**src/hdl/ctd_pkg.sv**
```systemverilog
`timescale 1ns / 1ps
package ctd_pkg;

  localparam int MAX_COLUMNS_DEF = 16;
  localparam int MAX_ROWS_DEF    = 64;
  localparam int CFG_W           = 5;

  localparam logic [7:0] UNDERSCORE_BYTE = 8'h5F;
  localparam logic [7:0] HASH_BYTE       = 8'h23;
  localparam logic [7:0] SPACE_BYTE      = 8'h20;
  localparam logic [7:0] TAB_BYTE        = 8'h09;
  localparam logic [7:0] CR_BYTE         = 8'h0D;

  typedef enum logic [1:0] {
    CMD_LOAD_KEY = 2'd0,
    CMD_CIPHER   = 2'd1,
    CMD_READ     = 2'd2,
    CMD_RESTART  = 2'd3
  } cmd_t;

  typedef struct packed {
    cmd_t       command;
    logic [3:0] column_index;
    logic [7:0] key_value;
    logic [7:0] text_byte;
  } in_word_t;

  typedef struct packed {
    logic [7:0] plain_byte;
    logic       byte_valid;
    logic       finished;
  } out_word_t;

  typedef enum logic [2:0] {
    ST_IDLE,
    ST_WORD_LEN,
    ST_RANK0,
    ST_LEN0,
    ST_RANKC,
    ST_LENC,
    ST_TEXT,
    ST_RESULT
  } ctd_state_t;

  typedef enum logic [1:0] {
    RK_IDLE,
    RK_TARGET,
    RK_SCAN
  } rank_state_t;

endpackage

```
**src/hdl/ctd_key_rank.sv**
```systemverilog
`timescale 1ns / 1ps
module ctd_key_rank #(
  parameter int MAX_COLUMNS = ctd_pkg::MAX_COLUMNS_DEF
) (
  input  logic                             clk,
  input  logic                             rst_n,
  input  logic                             key_we,
  input  logic [$clog2(MAX_COLUMNS)-1:0]   key_waddr,
  input  logic [7:0]                       key_wdata,
  input  logic                             start,
  input  logic [$clog2(MAX_COLUMNS)-1:0]   pos,
  input  logic [$clog2(MAX_COLUMNS+1)-1:0] cols,
  output logic                             done,
  output logic [$clog2(MAX_COLUMNS)-1:0]   rank
);

  localparam int CIW = $clog2(MAX_COLUMNS);
  localparam int CNW = $clog2(MAX_COLUMNS+1);

  logic [7:0]             key_mem [MAX_COLUMNS];
  logic [MAX_COLUMNS-1:0] key_vld_r;
  logic [7:0]             key_q_r;
  logic                   kvld_q_r;
  logic [7:0]             key_cur;
  logic [CIW-1:0]         rd_addr;

  ctd_pkg::rank_state_t state_r, state_nxt;
  logic [CNW-1:0] cols_r, cols_nxt;
  logic [CNW-1:0] j_r, j_nxt;
  logic [CIW-1:0] cnt_r, cnt_nxt;
  logic [7:0]     target_r, target_nxt;
  logic [CIW-1:0] rank_r, rank_nxt;
  logic           done_r, done_nxt;
  logic [CIW-1:0] cnt_inc;

  // key memory, one write and one registered read port
  always_ff @(posedge clk) begin
    if (key_we) begin
      key_mem[key_waddr] <= key_wdata;
    end
    key_q_r  <= key_mem[rd_addr];
    kvld_q_r <= key_vld_r[rd_addr];
  end

  always_ff @(posedge clk) begin
    if (!rst_n) begin
      key_vld_r <= '0;
    end else if (key_we) begin
      key_vld_r[key_waddr] <= 1'b1;
    end
  end

  assign key_cur = kvld_q_r ? key_q_r : 8'd0;
  assign cnt_inc = cnt_r + CIW'(key_cur < target_r);

  always_comb begin
    state_nxt = state_r;
    unique case (state_r)
      ctd_pkg::RK_IDLE: begin
        if (start) begin
          state_nxt = ctd_pkg::RK_TARGET;
        end
      end
      ctd_pkg::RK_TARGET: begin
        state_nxt = ctd_pkg::RK_SCAN;
      end
      ctd_pkg::RK_SCAN: begin
        if (j_r == cols_r) begin
          state_nxt = ctd_pkg::RK_IDLE;
        end
      end
      default: state_nxt = ctd_pkg::RK_IDLE;
    endcase
  end

  always_comb begin
    rd_addr    = '0;
    cols_nxt   = cols_r;
    j_nxt      = j_r;
    cnt_nxt    = cnt_r;
    target_nxt = target_r;
    rank_nxt   = rank_r;
    done_nxt   = 1'b0;
    unique case (state_r)
      ctd_pkg::RK_IDLE: begin
        rd_addr  = pos;
        cols_nxt = cols;
      end
      ctd_pkg::RK_TARGET: begin
        target_nxt = key_cur;
        rd_addr    = '0;
        j_nxt      = CNW'(1);
        cnt_nxt    = '0;
      end
      ctd_pkg::RK_SCAN: begin
        cnt_nxt = cnt_inc;
        if (j_r == cols_r) begin
          rank_nxt = cnt_inc;
          done_nxt = 1'b1;
        end else begin
          rd_addr = j_r[CIW-1:0];
          j_nxt   = j_r + CNW'(1);
        end
      end
      default: begin
        rd_addr = '0;
      end
    endcase
  end

  always_ff @(posedge clk) begin
    if (!rst_n) begin
      state_r <= ctd_pkg::RK_IDLE;
      done_r  <= 1'b0;
    end else begin
      state_r <= state_nxt;
      done_r  <= done_nxt;
    end
  end

  always_ff @(posedge clk) begin
    cols_r   <= cols_nxt;
    j_r      <= j_nxt;
    cnt_r    <= cnt_nxt;
    target_r <= target_nxt;
    rank_r   <= rank_nxt;
  end

  assign done = done_r;
  assign rank = rank_r;

endmodule

```
**config.mk**
```make
export PLATFORM = sky130hd
export DESIGN_NAME = ctd_key_rank
export DESIGN_NICKNAME = d
export VERILOG_FILES = /design/src/hdl/ctd_pkg.sv /design/src/hdl/ctd_key_rank.sv
export SDC_FILE = /design/constraint.sdc
export NUM_CORES = 1
export LEC_CHECK = 0
export ABC_AREA = 1
export BUFFER_PORTS_ARGS = -buffer_cell sky130_fd_sc_hd__buf_4
export CELL_PAD_IN_SITES_DETAIL_PLACEMENT = 2
export CELL_PAD_IN_SITES_GLOBAL_PLACEMENT = 2
export CORE_UTILIZATION = 44
export CTS_BUF_LIST = sky130_fd_sc_hd__clkbuf_16
export DETAILED_ROUTE_END_ITERATION = 8
export GPL_TIMING_DRIVEN = 0
export HOLD_SLACK_MARGIN = 0.15
export PLACE_DENSITY = 0.87
export SYNTH_ARGS = -nofsm -noshare
export SYNTH_HDL_FRONTEND = slang
export SYNTH_SLANG_ARGS = --single-unit
```
**constraint.sdc**
```tcl
create_clock -name clk -period 3.95 [get_ports clk]
set_input_delay 0.395 -clock clk [delete_from_list [all_inputs] [get_ports clk]]
set_output_delay 0.395 -clock clk [all_outputs]
set_load 0.01 [all_outputs]
```
==> summary.txt <==
status: complete, no violations
post-synthesis sequential area ratio: 64.7%
Worst-path clk slew: 0.07 ns
FF-to-FF End: cnt_r[2]
Area contributors post-synth: edfxtp_1, nand3_1, nand2_1
Mean Syn Cell Area: 10.4 um2
final hold vios: 0
min Tclk post-route: 2.82 ns
DR DRC count: 0
Register-to-Register Path Depth: 15
root buf cell: clkbuf_16
worst reg2reg setup slack: 1.13 ns
CP endpoint kind: flip-flop
met2 WL post-DR: 13.6 mm
Max Clock Skew: 0.00717 ns
mapped cell area: 0.00801 mm2
Num CTS Buffers: 17
Net count, final: 866
min-delay src: rst_n
clock buffer depth: 2
Hold Path End: key_vld_r[12]
# clock sinks: 182
Synth Flop Type: edfxtp_1
most frequent cell after synthesis: nand2_1
GRT Util Overall: 31.4%
maxcap violations: 0
Die W: 137 um
Req. time, crit path: 4.25 ns
met3 routed wirelength: 1.42 mm
Post-synth EDFFs: 154
Tightest Pin Transition: 1.28 ns
Hold WC Path Type: input port to flip-flop
Final Power: 0.00698 W
Post-CTS Setup Bufs: 0
Cell variety after synth: 32
initial antenna violation count: 1
CTS tree: done
initial core utilization: 45.7%
largest net degree at the start of global routing: 17
overall routed net length: 27.2 mm
crit path DAT: 3.12 ns
Setup violations, final: 0
Async SR Flop Fraction: 0%
worst ir drop on vdd: 364 uV
M1 wire length: 10.8 mm
Vias: 6,073
Die H: 137 um
CP startpoint kind: flip-flop
Post-Place Cell Area: 0.00856 mm2
setup TNS: 0 ns
global-route wire length before repair: 41.4 mm
per-cell routed wire length: 25.5 um
HPWL Detailed: 17.9 mm
Leak: 3.81 nW
CTS H-tree lvls: 4
flops & latches, synth: 182
Slew HR: 14.3%
largest area contributor in the netlist: edfxtp_1
Synth Net Count: 811
# port buffers: 29
Final ANT Viol Nets: 0
DR pass1 iterations: 5
power density cells: 761 mW/mm2
worst r2r src: kvld_q_r
std cell rows: 48
unrepaired setup endpoints after global routing: no
Resized cells post-CTS: 0
Inserted Diodes: 0
share of layout cells above drive strength 1: 11.8%
Synth-to-Final Area Change: 14.4%
initial DRC count: 434
fin. max-slew vios: 0
vias in the first global route: 6,883
grt total ovfl: 0
top sig layer: met4
GP Congestion: 0.831
die area: 0.0187 mm2
DR vias/cell: 5.70
fmax: 355 MHz
WS Path Type: flip-flop to flip-flop
worst skew pair latency: 0.45 ns
period utilisation layout: 71.4%
Hold Buf Count CTS: 5
Synth top area share: 57.7%
crit path max fanout: 8
Gate Count Post-Synth: 772
most frequent cells after synthesis: nand2_1, edfxtp_1, nand3_1
IO Pins: 30
Design Area, Final: 0.00916 mm2
core area: 0.0175 mm2
Worst Hold Depth: 2
synthesis warning total: 0
[cell type report]
cell class | instances | area [um2]
inverter | 107 | 404
multi-input combinational | 451 | 2250
fill | 1775 | 8370
clock inverter | 15 | 126
timing repair buffer | 36 | 290
sequential | 182 | 5180
buffer | 32 | 203
clock buffer | 17 | 425
tap | 225 | 282
[metrics by stage]
step | hold slack (ns) | worst slack (ns) | utilization [%] | cells
2_1_floorplan | 0.431 | 1.66 | - | 772
3_3_place_gp | 0.438 | 1.43 | 48.5 | 1026
3_5_place_dp | 0.447 | 1.15 | 48.8 | 1028
4_1_cts | 0.216 | 1.11 | 52.2 | 1065
5_1_grt | 0.233 | 0.942 | 52.2 | 1065
6_report | 0.230 | 1.13 | 52.2 | 1065
[metal layers]
metal / track usage, % / up-vias
met2: 53.6 / 222
met5: 0 / -
li1: - / 2675
met1: 36.9 / 3094
met3: 5.78 / 82
met4: 18.8 / 0
[registers in the layout (all words and copies together) (netlist names)]
signal / flops
cnt_r: 4
cols_r: 5
done: 1
j_r: 5
key_mem: 128
key_q_r: 8
key_vld_r: 16
kvld_q_r: 1
rank: 4
state_r: 2
target_r: 8
[how the worst max path moves through the flow]
stage	from	to	slack [ns]	cells after the start
2_1_floorplan	kvld_q_r	cnt_r[2]	1.66	15
3_3_place_gp	key_waddr[1]	key_mem[0][1]	1.43	4
3_5_place_dp	kvld_q_r	cnt_r[2]	1.15	15
4_1_cts	kvld_q_r	cnt_r[2]	1.11	15
5_1_grt	kvld_q_r	cnt_r[2]	0.94	15
6_report	kvld_q_r	cnt_r[2]	1.13	15
[kinds of logic after synthesis]
logic type | synth area share (%)
AND/OR/NAND/NOR | 23.6
flip-flops | 64.7
buffers and inverters | 7.58
AO/OA/AOI/OAI | 1.50
adder cells (fa/ha/maj) | 2.19
XOR/XNOR | 0.438
[worst max-delay path, stage by stage (launching register included)]
cell	delay [ns]
dfxtp_1	0.31
clkbuf_1	0.28
nand2_1	0.10
inv_1	0.10
ha_1	0.23
a21oi_1	0.16
o21ai_0	0.13
nand3_1	0.10
nand2_1	0.05
a21o_1	0.16
a21oi_1	0.14
ha_1	0.22
ha_1	0.19
inv_1	0.06
or2_2	0.29
a21oi_1	0.14
[power breakdown]
part / switching (W) / leakage (nW) / internal, W
combinational: 0.00204 / 1.90 / 0.000818
sequential: 0.000104 / 1.64 / 0.00235
clock: 0.000753 / 0.272 / 0.000912
total: 0.00289 / 3.81 / 0.00408
[cell usage in the layout, fill, tap and decap left out, types with 2 or more instances in the layout]
cell type      instances
nand2_1              177
edfxtp_1             154
nand3_1              148
inv_1                105
nor2_1                52
buf_4                 34
dfxtp_1               28
nand3b_1              22
clkbuf_16             17
ha_1                  14
clkbuf_1               9
buf_6                  9
buf_2                  8
a21oi_1                8
nor3_2                 6
inv_2                  5
o21ai_0                5
dlygate4sd3_1          5
clkinvlp_4             4
xnor2_1                3
nand2_4                3
clkinv_1               3
buf_1                  2
o21a_1                 2
bufinv_16              2
clkinv_2               2
Note: power is estimated with default switching activity, not from simulation.
